[src/hw/rtl/cdtb_pkg.sv]
// cdtb_pkg: shared types, codes and sizing for the countdown timer bank.
// Depends on nothing; imported by countdown_timer_bank.
`default_nettype none

package cdtb_pkg;

  // Bank sizing
  localparam int TIMERS        = 16;
  localparam int DURATION_BITS = 24;
  localparam int GROUP_BITS    = 8;
  localparam int IDX_W         = (TIMERS > 1) ? $clog2(TIMERS) : 1;
  localparam int CNT_W         = $clog2(TIMERS + 1);

  // Fixed field widths of the command and result beats
  localparam int SLOT_W  = 4;
  localparam int DUR_W   = 24;
  localparam int GRP_W   = 8;
  localparam int ELAP_W  = 16;
  localparam int COUNT_W = 5;

  typedef enum logic [2:0] {
    CMD_ADD         = 3'd0,
    CMD_REMOVE      = 3'd1,
    CMD_START       = 3'd2,
    CMD_PAUSE       = 3'd3,
    CMD_EDIT        = 3'd4,
    CMD_TICK        = 3'd5,
    CMD_START_GROUP = 3'd6,
    CMD_QUERY       = 3'd7
  } cmd_t;

  typedef enum logic [2:0] {
    KIND_DONE     = 3'd0,
    KIND_REJECTED = 3'd1,
    KIND_FINISHED = 3'd2,
    KIND_NEXT     = 3'd3,
    KIND_NONE     = 3'd4
  } kind_t;

  typedef enum logic [1:0] {
    TMR_PAUSED   = 2'd0,
    TMR_RUNNING  = 2'd1,
    TMR_FINISHED = 2'd2
  } tmr_status_t;

  typedef enum logic [1:0] {
    SEQ_IDLE  = 2'd0,
    SEQ_CMD   = 2'd1,
    SEQ_SWEEP = 2'd2,
    SEQ_DONE  = 2'd3
  } seq_state_t;

  typedef struct packed {
    cmd_t                cmd;
    logic [SLOT_W-1:0]   slot;
    logic [DUR_W-1:0]    duration;
    logic [GRP_W-1:0]    group_id;
    logic [ELAP_W-1:0]   elapsed;
  } req_t;

  typedef struct packed {
    kind_t               kind;
    logic [SLOT_W-1:0]   slot_out;
    logic [DUR_W-1:0]    remaining_out;
    logic [COUNT_W-1:0]  entry_count;
    logic                last;
  } rsp_t;

  typedef struct packed {
    logic [DURATION_BITS-1:0] duration;
    logic [DURATION_BITS-1:0] remaining;
    tmr_status_t              status;
    logic [GROUP_BITS-1:0]    group;
  } entry_t;

  // Start one timer: a finished timer reloads before it runs again
  function automatic entry_t start_entry(entry_t e);
    entry_t r;
    r = e;
    if (e.status == TMR_FINISHED) begin
      r.remaining = e.duration;
    end
    r.status = TMR_RUNNING;
    return r;
  endfunction

  // Build one result beat
  function automatic rsp_t make_rsp(kind_t k, logic [IDX_W-1:0] idx,
                                    logic [DURATION_BITS-1:0] rem,
                                    logic [CNT_W-1:0] cnt, logic lst);
    rsp_t r;
    r.kind          = k;
    r.slot_out      = SLOT_W'(idx);
    r.remaining_out = DUR_W'(rem);
    r.entry_count   = COUNT_W'(cnt);
    r.last          = lst;
    return r;
  endfunction

endpackage

`default_nettype wire

[src/hw/rtl/countdown_timer_bank.sv]
// countdown_timer_bank: compact list of countdown timers with a sweep sequencer.
// Depends on cdtb_pkg (types, codes, entry helpers).
//
//   port          dir  beat marker        contents
//   request       in   start && !busy     command, slot, duration, group, elapsed
//   result        out  result_valid       kind, slot, remaining, count, last
//
// Add, edit and rejected commands: the result is registered from the decode state.
// Sweeping commands read one entry per cycle, then drain and close: the result is
// registered from the closing state, once the last entry read has been updated.
// A compare/subtract stage follows the registered memory read.
// Reset (synchronous) empties the bank; entry storage is not cleared.
// Results cannot be held off; each is shown for exactly one cycle.
`default_nettype none

module countdown_timer_bank (
  input  wire logic          clk,
  input  wire logic          rst,
  input  wire logic          start,
  output logic               busy,
  input  wire cdtb_pkg::req_t request,
  output logic               result_valid,
  output cdtb_pkg::rsp_t     result
);
  import cdtb_pkg::*;

  // Sequencer and control registers
  seq_state_t               state, state_next;
  req_t                     req_q, req_q_next;
  logic [CNT_W-1:0]         count, count_next;
  logic [CNT_W-1:0]         rd_cnt, rd_cnt_next;
  logic [CNT_W-1:0]         rd_end, rd_end_next;
  logic                     p_valid, p_valid_next;
  logic [IDX_W-1:0]         p_idx, p_idx_next;
  logic                     pend_valid, pend_valid_next;
  logic [IDX_W-1:0]         pend_idx, pend_idx_next;
  logic                     found, found_next;
  logic [IDX_W-1:0]         best_idx, best_idx_next;
  logic [DURATION_BITS-1:0] best_rem, best_rem_next;
  logic                     result_valid_next;
  rsp_t                     result_next;

  // Entry memory, one write and one registered read per cycle
  entry_t                   mem [TIMERS];
  entry_t                   rdata;
  logic                     wr_en;
  logic [IDX_W-1:0]         wr_addr;
  entry_t                   wr_data;
  logic [IDX_W-1:0]         rd_addr;

  // Decode helpers
  logic                     slot_ok;
  logic                     is_full;
  logic                     direct;
  logic                     issue;
  entry_t                   new_entry;
  logic [DURATION_BITS-1:0] tick_rem;

  assign slot_ok = (32'(req_q.slot) < 32'(count));
  assign is_full = (count == CNT_W'(TIMERS));
  assign direct  = (req_q.cmd == CMD_ADD) || (req_q.cmd == CMD_EDIT) ||
                   (((req_q.cmd == CMD_REMOVE) || (req_q.cmd == CMD_START) ||
                     (req_q.cmd == CMD_PAUSE)) && !slot_ok);
  assign issue   = (state == SEQ_SWEEP) && (rd_cnt < rd_end);
  assign busy    = (state != SEQ_IDLE);
  assign rd_addr = rd_cnt[IDX_W-1:0];

  // Entry written by add and edit
  assign new_entry = '{duration:  DURATION_BITS'(req_q.duration),
                       remaining: DURATION_BITS'(req_q.duration),
                       status:    TMR_PAUSED,
                       group:     GROUP_BITS'(req_q.group_id)};

  // Saturating countdown of the entry under the sweep
  assign tick_rem = (32'(rdata.remaining) > 32'(req_q.elapsed)) ?
                    DURATION_BITS'(32'(rdata.remaining) - 32'(req_q.elapsed)) :
                    '0;

  // Next state
  always_comb begin
    state_next = state;
    unique case (state)
      SEQ_IDLE: begin
        if (start) begin
          state_next = SEQ_CMD;
        end
      end
      SEQ_CMD: begin
        state_next = direct ? SEQ_IDLE : SEQ_SWEEP;
      end
      SEQ_SWEEP: begin
        if (!issue && !p_valid) begin
          state_next = SEQ_DONE;
        end
      end
      SEQ_DONE: begin
        state_next = SEQ_IDLE;
      end
      default: state_next = SEQ_IDLE;
    endcase
  end

  // Datapath, memory port and result beats
  always_comb begin
    req_q_next        = req_q;
    count_next        = count;
    rd_cnt_next       = rd_cnt;
    rd_end_next       = rd_end;
    p_valid_next      = 1'b0;
    p_idx_next        = p_idx;
    pend_valid_next   = pend_valid;
    pend_idx_next     = pend_idx;
    found_next        = found;
    best_idx_next     = best_idx;
    best_rem_next     = best_rem;
    result_valid_next = 1'b0;
    result_next       = result;
    wr_en             = 1'b0;
    wr_addr           = p_idx;
    wr_data           = rdata;

    unique case (state)
      SEQ_IDLE: begin
        if (start) begin
          req_q_next = request;
        end
      end

      // Decode: finish short commands here, else set the sweep range
      SEQ_CMD: begin
        pend_valid_next = 1'b0;
        found_next      = 1'b0;
        unique case (req_q.cmd)
          CMD_ADD: begin
            result_valid_next = 1'b1;
            if (is_full) begin
              result_next = make_rsp(KIND_REJECTED, '0, '0, count, 1'b1);
            end else begin
              wr_en       = 1'b1;
              wr_addr     = count[IDX_W-1:0];
              wr_data     = new_entry;
              count_next  = count + 1'b1;
              result_next = make_rsp(KIND_DONE, '0, '0, count + 1'b1, 1'b1);
            end
          end
          CMD_EDIT: begin
            result_valid_next = 1'b1;
            if (slot_ok) begin
              wr_en       = 1'b1;
              wr_addr     = IDX_W'(req_q.slot);
              wr_data     = new_entry;
              result_next = make_rsp(KIND_DONE, '0, '0, count, 1'b1);
            end else begin
              result_next = make_rsp(KIND_REJECTED, '0, '0, count, 1'b1);
            end
          end
          CMD_REMOVE: begin
            if (slot_ok) begin
              rd_cnt_next = CNT_W'(32'(req_q.slot) + 1);
              rd_end_next = count;
            end else begin
              result_valid_next = 1'b1;
              result_next = make_rsp(KIND_REJECTED, '0, '0, count, 1'b1);
            end
          end
          CMD_START, CMD_PAUSE: begin
            if (slot_ok) begin
              rd_cnt_next = CNT_W'(req_q.slot);
              rd_end_next = CNT_W'(32'(req_q.slot) + 1);
            end else begin
              result_valid_next = 1'b1;
              result_next = make_rsp(KIND_REJECTED, '0, '0, count, 1'b1);
            end
          end
          CMD_TICK, CMD_START_GROUP, CMD_QUERY: begin
            rd_cnt_next = '0;
            rd_end_next = count;
          end
          default: ;
        endcase
      end

      // One entry read per cycle; the entry read last cycle is updated
      SEQ_SWEEP: begin
        if (issue) begin
          rd_cnt_next  = rd_cnt + 1'b1;
          p_valid_next = 1'b1;
          p_idx_next   = rd_cnt[IDX_W-1:0];
        end
        if (p_valid) begin
          unique case (req_q.cmd)
            CMD_REMOVE: begin
              // shift down by one
              wr_en   = 1'b1;
              wr_addr = p_idx - 1'b1;
            end
            CMD_START: begin
              wr_en   = 1'b1;
              wr_data = start_entry(rdata);
            end
            CMD_START_GROUP: begin
              if (rdata.group == GROUP_BITS'(req_q.group_id)) begin
                wr_en   = 1'b1;
                wr_data = start_entry(rdata);
              end
            end
            CMD_PAUSE: begin
              if (rdata.status == TMR_RUNNING) begin
                wr_en          = 1'b1;
                wr_data.status = TMR_PAUSED;
              end
            end
            CMD_TICK: begin
              if (rdata.status == TMR_RUNNING) begin
                wr_en             = 1'b1;
                wr_data.remaining = tick_rem;
                if (tick_rem == '0) begin
                  wr_data.status = TMR_FINISHED;
                  // hold the newest event back so the final one can carry last
                  if (pend_valid) begin
                    result_valid_next = 1'b1;
                    result_next = make_rsp(KIND_FINISHED, pend_idx, '0, count, 1'b0);
                  end
                  pend_valid_next = 1'b1;
                  pend_idx_next   = p_idx;
                end
              end
            end
            CMD_QUERY: begin
              if ((rdata.status == TMR_RUNNING) && (rdata.remaining != '0) &&
                  (!found || (rdata.remaining < best_rem))) begin
                found_next    = 1'b1;
                best_idx_next = p_idx;
                best_rem_next = rdata.remaining;
              end
            end
            default: ;
          endcase
        end
      end

      // Closing beat of a sweeping command
      SEQ_DONE: begin
        result_valid_next = 1'b1;
        unique case (req_q.cmd)
          CMD_REMOVE: begin
            count_next  = count - 1'b1;
            result_next = make_rsp(KIND_DONE, '0, '0, count - 1'b1, 1'b1);
          end
          CMD_TICK: begin
            if (pend_valid) begin
              result_next = make_rsp(KIND_FINISHED, pend_idx, '0, count, 1'b1);
            end else begin
              result_next = make_rsp(KIND_DONE, '0, '0, count, 1'b1);
            end
          end
          CMD_QUERY: begin
            if (found) begin
              result_next = make_rsp(KIND_NEXT, best_idx, best_rem, count, 1'b1);
            end else begin
              result_next = make_rsp(KIND_NONE, '0, '0, count, 1'b1);
            end
          end
          default: begin
            result_next = make_rsp(KIND_DONE, '0, '0, count, 1'b1);
          end
        endcase
      end

      default: ;
    endcase
  end

  // Entry memory
  always_ff @(posedge clk) begin
    if (wr_en) begin
      mem[wr_addr] <= wr_data;
    end
    rdata <= mem[rd_addr];
  end

  // Control registers
  always_ff @(posedge clk) begin
    if (rst) begin
      state        <= SEQ_IDLE;
      count        <= '0;
      p_valid      <= 1'b0;
      pend_valid   <= 1'b0;
      found        <= 1'b0;
      result_valid <= 1'b0;
    end else begin
      state        <= state_next;
      count        <= count_next;
      p_valid      <= p_valid_next;
      pend_valid   <= pend_valid_next;
      found        <= found_next;
      result_valid <= result_valid_next;
    end
  end

  // Payload registers
  always_ff @(posedge clk) begin
    req_q    <= req_q_next;
    rd_cnt   <= rd_cnt_next;
    rd_end   <= rd_end_next;
    p_idx    <= p_idx_next;
    pend_idx <= pend_idx_next;
    best_idx <= best_idx_next;
    best_rem <= best_rem_next;
    result   <= result_next;
  end

endmodule

`default_nettype wire
[config.mk]
export PLATFORM = sky130hd
export DESIGN_NAME = countdown_timer_bank
export DESIGN_NICKNAME = d
export VERILOG_FILES = /design/src/hw/rtl/cdtb_pkg.sv /design/src/hw/rtl/countdown_timer_bank.sv
export SDC_FILE = /design/constraint.sdc
export NUM_CORES = 1
export LEC_CHECK = 0
export ABC_AREA = 0
export ABC_CLOCK_PERIOD_IN_PS = 7300
export BUFFER_PORTS_ARGS = -buffer_cell sky130_fd_sc_hd__buf_2
export CAP_MARGIN = 20
export CORE_UTILIZATION = 62
export CTS_CLUSTER_SIZE = 14
export DETAILED_ROUTE_END_ITERATION = 8
export HOLD_SLACK_MARGIN = 0.12
export PLACE_DENSITY = 0.76
export SYNTH_ARGS = -nofsm -noshare
export SYNTH_HDL_FRONTEND = slang
export SYNTH_SLANG_ARGS = --single-unit
[constraint.sdc]
create_clock -name clk -period 7.3 [get_ports clk]
set_clock_uncertainty 0.05 [all_clocks]
set_input_delay 0.365 -clock clk [delete_from_list [all_inputs] [get_ports clk]]
set_output_delay 0.365 -clock clk [all_outputs]
set_load 0.01 [all_outputs]
Yosys cells after proc, flatten, opt, wreduce, memory -nomap -nowiden
Memories as Yosys holds them, arrays and structs flattened. A register that Yosys moved wholly into a read port is not among the register bits.
Cells that the tools add are included.
{"block": "totals", "ff_bits": 149, "mem_bits_rw": 928, "in_bits": 58, "n_memories": 1}
{"block": "op_classes", "addsub": 6, "n_lt_le_gt_ge": 4, "eq_ne": 34, "mux": 76, "bitwise_logic": 1, "reduce_logical": 41}
{"name": "mem", "words": 16, "word_bits": 58, "read_ports": 1, "rd_clocked_by_memory_dff": 1, "write_ports": 1, "line_no": "countdown_timer_bank.sv:44", "text": "entry_t mem [TIMERS];"}
{"cell": "case mux 37 bit (3 select lines)", "n": 3}
{"cell": "2-to-1 mux 37 bit", "n": 7}
{"cell": "case mux 58 bit (2 select lines)", "n": 2}
{"cell": "2-to-1 mux 58 bit", "n": 2}
{"cell": "case mux 24 bit (3 select lines)", "n": 1}
{"cell": "2-to-1 mux 35 bit", "n": 2}
{"cell": "2-to-1 mux 34 bit", "n": 2}
{"cell": "2-to-1 mux 24 bit", "n": 2}
{"cell": "2-to-1 mux 36 bit", "n": 1}
{"cell": "2-to-1 mux 5 bit", "n": 7}
{"cell": "case mux 5 bit (3 select lines)", "n": 2}
{"cell": "2-to-1 mux 26 bit", "n": 1}
{"cell": "> comparator 24 x 16 -> 1 bit", "n": 1}
{"cell": "zero test 24 bit", "n": 1}
{"cell": "< comparator 24 bit", "n": 1}
{"cell": "nonzero test 24 bit", "n": 1}
{"cell": "subtractor 24 x 16 -> 24 bit", "n": 1}
{"cell": "2-to-1 mux 1 bit", "n": 21}
{"cell": "case mux 5 bit (2 select lines)", "n": 2}
{"cell": "!= test 2 bit (second input constant)", "n": 9}
{"cell": "2-to-1 mux 4 bit", "n": 4}
{"cell": "case mux 2 bit (4 select lines)", "n": 2}
{"cell": "case mux 4 bit (2 select lines)", "n": 2}
{"cell": "AND reduction 4 bit", "n": 4}
{"cell": "other kinds (34)", "n": 81}

Depth between registers and ports, before layout
Gate-level depths: netlist of run 1.
{"block": "depth", "ltp_word": 8, "ltp_mapped": 13, "depth_no_buf": 12}

Worst setup path after synthesis of run 1
Ideal clock, no wire load.
{"block": "synth_timing", "path_type": "register to register", "startpoint": "register count[0]", "endpoint": "memory mem[7][0] in the netlist's numbering, enable pin", "arrival_ns": 4.658, "t_required_ns": 6.776, "setup_slack_ns": 2.118, "stages_incl_launch_ff": 11, "n_path_buf": 0, "synth_period_minus_slack_ns": 5.182, "cell_sequence": "dfxtp_1 inv_1 ha_1 nor3b_1 nand2_1 nor2_1 a21oi_1 o31ai_1 a221oi_1 or2_2 nor2_1"}
{"block": "synth_between", "elab_chain_cells": 6, "word_cells_on_any_way": 12, "classes_between": "1 x order compare; 1 x eq/ne; 10 x mux"}
{"element": "from (decl)", "line_no": "countdown_timer_bank.sv:30", "text": "logic [CNT_W-1:0] count, count_next;"}
{"element": "from (signal assigned)", "line_no": "countdown_timer_bank.sv:293", "text": "count <= count_next;"}
{"element": "< comparator 4 x 5 -> 1 bit / == test 5 bit (equally long branches)", "line_no": "countdown_timer_bank.sv:59, countdown_timer_bank.sv:60"}
{"element": "2-to-1 mux 1 bit, on equally long branches", "line_no": "countdown_timer_bank.sv:148, countdown_timer_bank.sv:136"}
{"element": "case mux 1 bit (2 select lines)", "line_no": "countdown_timer_bank.sv:133", "text": "unique case (req_q.cmd)"}
{"element": "case mux 1 bit (2 select lines)", "line_no": "countdown_timer_bank.sv:122", "text": "unique case (state)"}
{"element": "2-to-1 mux 1 bit", "line_no": "countdown_timer_bank.sv:276", "text": "if (wr_en) begin"}
{"element": "2-to-1 mux 1 bit (not written as such)", "line_no": "countdown_timer_bank.sv:277", "text": "mem[wr_addr] <= wr_data;"}
{"element": "to (decl)", "line_no": "countdown_timer_bank.sv:44"}
Several ways; a longest one is shown, not always the timed one.

Worst setup path in the final report of run 1
{"block": "layout_timing", "startpoint": "register count[0]", "endpoint": "memory mem[13][24] in the netlist's numbering, enable pin"}
Same word-level chain as after synthesis.

==> run_results.csv, run 1 <==
group,metric,value,unit
setup_path,required,7.58,ns
clocking,clk_latency,0.70,ns
timing,setup_tns,0,ns
final_layout,fillCellCount,4287,
clocking,cts_setup_buffers,0,
yosys,postSynthCellCount,2378,
worst_hold_path,min_path_type,"in -> reg",
setup_path,critPathSlowestCell,"a221oi_1",
global_route,grt_util_all_layers,32.8,%
routing,initialDrtViolationCount,3966,
placement,io_buffers,96,
clocking,cts_tree,"built",
clocking,cts.htree.levels,3,
die,std_cell_rows,99,
die,design.die.area,74900,um2
yosys,synth_area,45800,um2
pwr,p_per_area,316,nW/um2
status,status,"finished, final reports clean",
routing,postRouteAntennaNets,0,
yosys,synth_ff_type,"edfxtp_1",
final_layout,final_area,51700,um2
setup_path,startpoint_type,"flip-flop",
yosys,synth_top_area_share,70.0,%
global_route,grt_pass1_wl,173,mm
timing,fin_crit,5.44,ns
timing,rsz0062_at_grt,"false",
die,start_util,62.7,%
clocking,cts_max_path_buffers,3,
global_route,antenna_found_initial,9,
global_route,grt_max_degree,124,
clocking,clockRootBuffer,"clkbuf_16",
yosys,syn_nets,2494,
timing,hold_viol,0,
routing,vias_per_cell,6.93,
yosys,yosysWarnings,0,
routing,wl_per_cell,33.1,um
timing,period_share,74.5,%
yosys,async_flop_share,0,%
global_route,grt.overflow.total,0,
clocking,cts-buffers-inserted,108,
final_layout,area_delta_synth_final,13.0,%
yosys,synth.distinct_cells,85,
clocking,clock_sinks,1135,
routing,wirelength,120,mm
setup_path,endpoint_kind,"flip-flop",
setup_path,path_cells,"inv_1, ha_1, nor3b_1, nand2_1, nor2_1, a31oi_1, a31oi_1, nand2b_1, a221oi_1, nand2b_1, nor2_4, buf_4",
yosys,synth_edf_count,1066,
yosys,seq_area_frac_synth,73.0,%
placement,placed_area,47600,um2
die,core,73000,um2
yosys,ys_ff_latch,1135,
timing,slew_headroom,22.5,%
routing,first_pass_iters,7,
final_layout,drive_gt1_share,24.5,%
pwr,cellLeakagePower,17.0,nW
placement,dp_hpwl,72.8,mm
die,die_w,274,um
setup_path,slowest_delay,0.89,ns
timing,tightest_slew,1.16,ns
timing,setup_viol,0,
yosys,synth_area_leaders,"edfxtp_1 (70%), mux4_2 (14%), dfxtp_1 (3.0%), ha_1 (1.6%), o21ai_0 (0.79%)",
yosys,postSynthAreaPerCell,19.2,um2
routing,vias,25164,
placement,globalplace.congestion,0.935,
die,boundaryPins,97,
yosys,yosysTopAreaCell,"edfxtp_1",
final_layout,nets,2699,
clocking,clk_pin_slew,0.06,ns
setup_path,arrival,5.72,ns
setup_path,critPathKind,"reg -> reg",
pwr,irDropWorstVdd,0.252,mV
pwr,total_power,0.0163,W
die,die_height,274,um
setup_path,crit_fanout,32,
timing,slew_violations,0,
timing,fmax,0.184,GHz
job,maxCapViolCount,0,
global_route,grt_pass1_vias,25003,
routing,drc,0,
==> registers in the layout, summed over array words and instances (netlist names), named ones only <==
register and flops:
new_entry 32, req_q 23, p_valid 1, pend_valid 1, found 1, p_idx 4, result_valid 1, rd_cnt 5
best_rem 24, rd_end 5, best_idx 4, pend_idx 4, mem 928, state 1, rdata 58, result 37
count 5
==> cells in the mapped netlist (8+ instances only) <==
cell type  count
o21ai_0       72
a22o_1        36
mux4_2       290
nor4_1        11
nor2b_1       12
nand3_1       31
a21oi_1       62
buf_1         21
a22oi_1       30
and2_1        33
inv_1         65
xnor2_1       19
a221oi_1      10
nand4_1       20
a21o_1        24
buf_2          8
xor2_1        11
clkbuf_1      89
dfxtp_1       69
nand2b_1      19
nor2_1        69
ha_1          57
a31oi_1       10
nor3_1         8
nand2_1       96
edfxtp_1    1066
==> final timing paths <==
check | startpoint | endpoint | slack [ns] | depth (start not counted)
max | count[0] | mem[13][24] | 1.86 | 12
min | request[32] | new_entry[18] | 0.34 | 2
max reg2reg | count[0] | mem[13][24] | 1.86 | 12
min reg2reg | pend_valid | pend_valid | 0.45 | 2
==> final cells by class <==
| cell class | instances | area [um2] | share of cell area [%] |
|---|---|---|---|
| timing repair buffer | 214 | 1550 | 2.99 |
| clock buffer | 148 | 2940 | 5.68 |
| sequential | 1135 | 33400 | 64.6 |
| multi-input combinational | 1058 | 11800 | 22.9 |
| clock inverter | 52 | 554 | 1.07 |
| tap | 959 | 1200 | 2.32 |
| antenna | 1 | 2.50 | 0.00484 |
| inverter | 66 | 248 | 0.479 |
==> placed cells by master, fill, tap and decap left out, types with 30 or more instances in the layout <==
master            n
a22oi_1          30
dfxtp_1          69
mux4_2          290
nand3_1          31
nor2_1           53
buf_4            58
a21oi_1          62
edfxtp_1       1066
ha_1             57
buf_2            96
a22o_1           36
o21ai_0          70
and2_1           32
inv_1            65
clkbuf_16       110
nand2_1          96
clkbuf_1         34
dlygate4sd3_1    57
==> timing repair <==
| item | CTS | global route |
|---|---|---|
| resized for setup | 0 | 0 |
| hold endpoints to repair | 65 | 0 |
| hold buffers | 57 | 0 |
| setup endpoints to repair | 0 | 0 |
==> stage by stage <==
step / setup WS [ns] / util [%] / std cells / hold slack (ns)
floorplan: 2.12 / - / 2378 / 0.379
global placement: 2.16 / 65.2 / 3371 / 0.420
detailed placement: 2.06 / 65.2 / 3371 / 0.428
CTS: 2.01 / 70.8 / 3628 / 0.307
global route: 1.72 / 70.9 / 3632 / 0.329
finish: 1.86 / 70.9 / 3633 / 0.342
==> power by group <==
part,switching (W),internal (W)
logic,0.00178,0.000963
clock network,0.00244,0.00308
registers,0.000289,0.00780
total,0.00450,0.0118
==> logic make-up after synthesis <==
group / Yosys count / synth area share [%]
AOI/OAI and AO/OA: 327 / 4.97
xor gates and xnor gates: 30 / 0.574
adders and majority gates: 58 / 1.60
buffers and inverters: 185 / 1.55
DFF: 1135 / 73.0
muxes: 300 / 14.5
and+or+nand+nor: 343 / 3.82
==> layer usage <==
| layer | up-vias | global-route usage [%] | part of all wire [%] |
|---|---|---|---|
| met5 | - | 0 | 0.045 |
| met4 | 8 | 9.67 | 3.1 |
| met3 | 242 | 8.44 | 12 |
| met2 | 1733 | 49.3 | 46 |
| met1 | 12973 | 48.1 | 38 |
| li1 | 10208 | - | - |
==> worst max-delay path, delay by kind of cell (launching register included) <==
family                   cells  cell delay (ns)
adder cells (fa/ha/maj)      1             0.26
flip-flops                   1             0.48
AO/OA/AOI/OAI                3             1.31
AND/OR/NAND/NOR              6             2.21
buffers and inverters        2             0.73
No activity file was read; power rests on OpenSTA's default activity.
==> run 2: changes to the inputs <==
- ABC_CLOCK_PERIOD_IN_PS: 7300 -> 5300
- clock period: 7.3 -> 5.3 ns (I/O delays scaled with it)
==> run 2 against run 1 <==
Combinational power increased by 35%; critical path depth unchanged; total power grew 39%; largest cell class unchanged; critical endpoint is now mem[3][7]; design area is 1.2% higher; sequential power is 37% higher; global-route usage decreased by 0.51 points; non-clock buffer count rose by 30; wire length shrank 1.5%.
==> run_results.csv, run 2 (synthesized netlist as in run 1, its figures left out) <==
group,metric,value,unit
setup_path,critPathSlowestCell,"nor2_4",
setup_path,startpoint_type,"flip-flop",
timing,slew_violations,0,
final_layout,diodes,0,
setup_path,rrSetupSlack,0.64,ns
final_layout,top_register,"mem",
clocking,clockRootBuffer,"clkbuf_16",
global_route,grt_max_degree,125,
global_route,grt_pass1_vias,25293,
final_layout,final_common_cell,"edfxtp_1",
routing,postRouteAntennaNets,0,
status,status,"finished, final reports clean",
timing,fin_crit,4.66,ns
die,design.die.area,74900,um2
setup_path,slowest_delay,0.62,ns
timing,hold_viol,0,
setup_path,cp_common_cell,"a31oi_1",
routing,vias,25079,
setup_path,critPathLaunch,"count[0]",
routing,wirelength,118,mm
die,std_cell_rows,99,
final_layout,fillCellCount,4174,
clocking,clk_pin_slew,0.06,ns
pwr,cellLeakagePower,17.3,nW
global_route,grt_util_all_layers,32.3,%
final_layout,layout_common_cells,"edfxtp_1 (1066), mux4_2 (290), clkbuf_16 (111), nand2_1 (96), buf_2 (96)",
placement,globalplace.congestion,0.927,
clocking,clock_sinks,1135,
final_layout,seqCellArea,33400,um2
pwr,p_per_area,433,nW/um2
clocking,cts.htree.levels,3,
setup_path,r2r_start,"count[0]",
setup_path,endpoint,"mem[3][7]",
die,die_height,274,um
setup_path,arrival,4.98,ns
worst_hold_path,min_path_type,"in -> reg",
die,start_util,62.7,%
placement,io_buffers,96,
clocking,post_cts_resized,0,
clocking,cts-buffers-inserted,109,
routing,wl_per_cell,32.2,um
routing,initialDrtViolationCount,3253,
setup_path,crit_fanout,24,
setup_path,path_cells,"inv_1, ha_1, nor3b_1, nand2_1, nor2_1, a31oi_1, a31oi_1, nand2b_1, a221oi_1, or2_2, nor2_4, buf_12",
final_layout,drive_gt1_share,25.2,%
timing,period_share,88.0,%
global_route,grt_pass1_wl,172,mm
setup_path,r2r-end,"mem[3][7]",
global_route,grt.overflow.total,0,
final_layout,largest_reg_flops,928,
clocking,clk_latency,0.68,ns
timing,fmax,0.214,GHz
placement,dp_hpwl,69.0,mm
placement,placed_area,48100,um2
global_route,antenna_found_initial,6,
setup_path,critPathKind,"reg -> reg",
final_layout,nets,2730,
timing,tightest_slew,1.12,ns
final_layout,final_area,52300,um2
final_layout,area_delta_synth_final,14.3,%
setup_path,endpoint_kind,"flip-flop",
die,core,73000,um2
timing,setup_viol,0,
die,die_w,274,um
setup_path,required,5.62,ns
timing,rsz0062_at_grt,"false",
final_layout,multiInputGateArea,11800,um2
final_layout,reg_top3,"mem: 928 flops, rdata: 58 flops, result: 37 flops",
clocking,cts_max_path_buffers,3,
timing,slew_headroom,25.1,%
clocking,hold_buffers,58,
timing,fin_ws,0.636,ns
timing,setup_tns,0,ns
routing,first_pass_iters,7,
job,maxCapViolCount,0,
clocking,cts_setup_buffers,0,
die,boundaryPins,97,
routing,vias_per_cell,6.84,
clocking,cts_tree,"built",
setup_path,reg2reg_depth,12,
placement,detailedPlace.worstSlack,0.818,ns
routing,drc,0,
pwr,irDropWorstVdd,0.354,mV
==> run 2: cell count changes in the layout (fill, tap and decap cells not counted), moves of 2 or more <==
cell | previous run | this run
bufinv_16 | 7 | 11
o21ai_1 | 3 | 1
clkbuf_1 | 34 | 23
buf_4 | 58 | 68
clkbuf_8 | 4 | 8
clkinv_1 | 10 | 24
o21ai_0 | 70 | 72
clkinv_2 | 24 | 17
buf_12 | 3 | 21
==> run 2: where the power goes <==
part | total (W) | internal (W) | switching [W]
logic | 0.00369 | 0.00136 | 0.00233
clock network | 0.00788 | 0.00451 | 0.00337
registers | 0.0111 | 0.0107 | 0.000337
total | 0.0226 | 0.0166 | 0.00604
==> run 2: final cells by class <==
| type | instances | share of cell area (%) |
|---|---|---|
| tap | 959 | 2.29 |
| sequential | 1135 | 63.8 |
| clock buffer | 142 | 5.68 |
| timing repair buffer | 244 | 3.81 |
| multi-input combinational | 1058 | 22.6 |
| inverter | 66 | 0.474 |
| clock inverter | 64 | 1.32 |
==> run 2: per-stage QoR <==
stage / power [W] / std cells / hold WS, ns / util (%)
global route: 0.0233 / 3668 / 0.231 / 71.7
CTS: 0.0226 / 3668 / 0.200 / 71.7
global placement: 0.0147 / 3403 / 0.393 / 65.9
finish: 0.0226 / 3668 / 0.244 / 71.7
floorplan: 0.0134 / 2378 / 0.314 / -
detailed placement: 0.0148 / 3404 / 0.393 / 65.9
==> run 2: metal layers <==
metal  GRT usage, %  share of wire (%)  vias to the layer above
li1               -                  -                    10280
met1           45.7                 38                    12944
met2           50.5                 48                     1571
met3           6.61                 10                      280
met4           12.0                4.0                        4
met5              0              0.020                        -
==> run 2: worst max-delay path: cells and delay by family, from the launching register on <==
kind | cells | cell delay [ns]
AOI/OAI and AO/OA | 3 | 0.67
adders and majority gates | 1 | 0.21
buffers and inverters | 2 | 0.46
DFF | 1 | 0.39
and+or+nand+nor | 6 | 2.53
==> run 2: worst min-delay path by stage <==
stage	startpoint	endpoint	slack (ns)	cells past startpoint
6_report	request[51]	req_q[51]	0.24	2
5_1_grt	request[18]	new_entry[2]	0.23	2
4_1_cts	request[24]	new_entry[10]	0.20	2
3_5_place_dp	request[43]	new_entry[29]	0.39	1
3_3_place_gp	request[25]	new_entry[11]	0.39	1
2_1_floorplan	request[16]	new_entry[0]	0.31	0
==> run 3: changes to the inputs <==
- RECOVER_POWER: unset -> 50
- SKIP_CTS_REPAIR_TIMING: unset -> 1
==> run 3 against run 2 <==
The run now ends with max-capacitance violations, max-slew violations left; clock power about the same; sequential cell count stayed put; design area down 0.58%; largest cell class unchanged; highest routed layer unchanged.
==> run_results.csv, run 3 (synthesized netlist as in run 1, its figures left out) <==
group,metric,value,unit
global_route,grt_pass1_vias,24956,
setup_path,cp_num_buf_inv,2,
setup_path,endpoint_kind,"flip-flop",
setup_path,critPathSlowestCell,"clkbuf_1",
routing,initialDrtViolationCount,3225,
pwr,irDropWorstVdd,0.361,mV
global_route,antenna_found_initial,7,
die,core,73000,um2
timing,setup_tns,0,ns
final_layout,layout_common_cells,"edfxtp_1 (1066), mux4_2 (290), clkbuf_1 (116), clkbuf_16 (111), nand2_1 (96)",
routing,wirelength,118,mm
clocking,clockRootBuffer,"clkbuf_16",
routing,vias_per_cell,6.80,
final_layout,finalNonFillerCells,3667,
status,status,"complete, but fails checks",
setup_path,critPathKind,"reg -> reg",
timing,slew_violations,214,
setup_path,rrSetupSlack,0.38,ns
job,maxCapViolCount,3,
timing,setup_viol,0,
die,die_height,274,um
setup_path,slowest_delay,0.73,ns
pwr,cellLeakagePower,17.0,nW
global_route,grt.overflow.total,0,
final_layout,largest_reg_flops,928,
final_layout,reg_top3,"mem: 928 flops, rdata: 58 flops, result: 37 flops",
placement,place_inst,3404,
worst_hold_path,min_path_type,"in -> reg",
die,std_cell_rows,99,
placement,globalplace.congestion,0.927,
worst_hold_path,hold_end,"req_q[51]",
pwr,total_power,0.0226,W
timing,slew_headroom,-138,%
routing,vias,24952,
final_layout,area_delta_synth_final,13.7,%
global_route,grt_util_all_layers,31.9,%
pwr,p_per_area,434,nW/um2
setup_path,required,5.54,ns
setup_path,cp_top_family,"simple AND/OR/NAND/NOR gates",
timing,whs,0.241,ns
setup_path,startpoint_type,"flip-flop",
placement,dp_hpwl,69.0,mm
timing,hold_viol,0,
worst_hold_path,hold_depth,2,
setup_path,r2r-end,"mem[5][39]",
clocking,cts_tree,"built",
die,boundaryPins,97,
timing,fmax,0.203,GHz
setup_path,crit_fanout,23,
final_layout,utilization,71.3,%
timing,period_share,92.8,%
final_layout,final_common_cell,"edfxtp_1",
worst_hold_path,min_from,"request[51]",
clocking,clk_latency,0.69,ns
global_route,grt_max_degree,125,
setup_path,arrival,5.16,ns
final_layout,drive_gt1_share,21.4,%
clocking,cts.htree.levels,3,
final_layout,top_register,"mem",
routing,first_pass_iters,5,
routing,postRouteAntennaNets,0,
clocking,cts-buffers-inserted,109,
setup_path,reg2reg_depth,10,
timing,rsz0062_at_grt,"false",
die,start_util,62.7,%
setup_path,r2r_start,"req_q[54]",
die,design.die.area,74900,um2
placement,io_buffers,96,
final_layout,diodes,0,
routing,drc,0,
timing,fin_crit,4.92,ns
setup_path,path_cells,"clkbuf_1, nor2_1, and2_0, nand2_1, nor4_1, mux2_1, a221oi_1, nand2_1, nor2_4, clkbuf_1",
final_layout,nets,2729,
global_route,grt_pass1_wl,170,mm
status,violations,"max-capacitance violations, max-slew violations",
clocking,clk_pin_slew,0.06,ns
die,die_w,274,um
clocking,clock_sinks,1135,
timing,tightest_slew,3.56,ns
clocking,cts_max_path_buffers,3,
routing,wl_per_cell,32.2,um
-- run 3: metrics by stage --
step                cell area, um2  worst slack [ns]
finish                       52000             0.381
global placement             48100             0.926
detailed placement           48100             0.818
CTS                          51700             0.761
floorplan                    45800             0.118
global route                 52000             0.231
-- run 3: worst max-delay path by stage --
| stage | start | end | slack, ns | depth (start not counted) |
|---|---|---|---|---|
| after floorplan | count[0] | mem[7][0] | 0.12 | 10 |
| after global placement | count[0] | mem[11][41] | 0.93 | 12 |
| after detailed placement | count[0] | mem[3][7] | 0.82 | 12 |
| after CTS | count[0] | mem[3][7] | 0.76 | 12 |
| after global routing | count[0] | mem[7][49] | 0.23 | 11 |
| final | req_q[54] | mem[5][39] | 0.38 | 10 |
-- run 3: worst reg2reg max path, delay by kind of cell (launching register included) --
| kind | cells | cell delay [ns] |
|---|---|---|
| mux | 1 | 0.38 |
| buf+inv | 2 | 1.17 |
| compound gates | 1 | 0.58 |
| flops | 1 | 0.36 |
| simple gates | 6 | 1.99 |
-- run 3: metal layers --
layer	share of wire, %	global-route usage (%)
met1	38	45.3
met2	48	49.4
met3	10	6.81
met4	3.9	12.2
met5	0.025	0
-- run 3: where the power goes --
part	leakage (nW)	internal, W	total [W]	switching [W]
sequential	10.3	0.0107	0.0111	0.000338
clock	1.77	0.00451	0.00788	0.00337
combinational	4.92	0.00129	0.00361	0.00232
-- run 3: final cells by class --
class | instances | area [um2]
clock buffer | 142 | 2970
clock inverter | 64 | 693
fill | 4271 | 20900
inverter | 66 | 248
multi-input combinational | 1058 | 11800
sequential | 1135 | 33400
tap | 959 | 1200
timing repair buffer | 243 | 1740
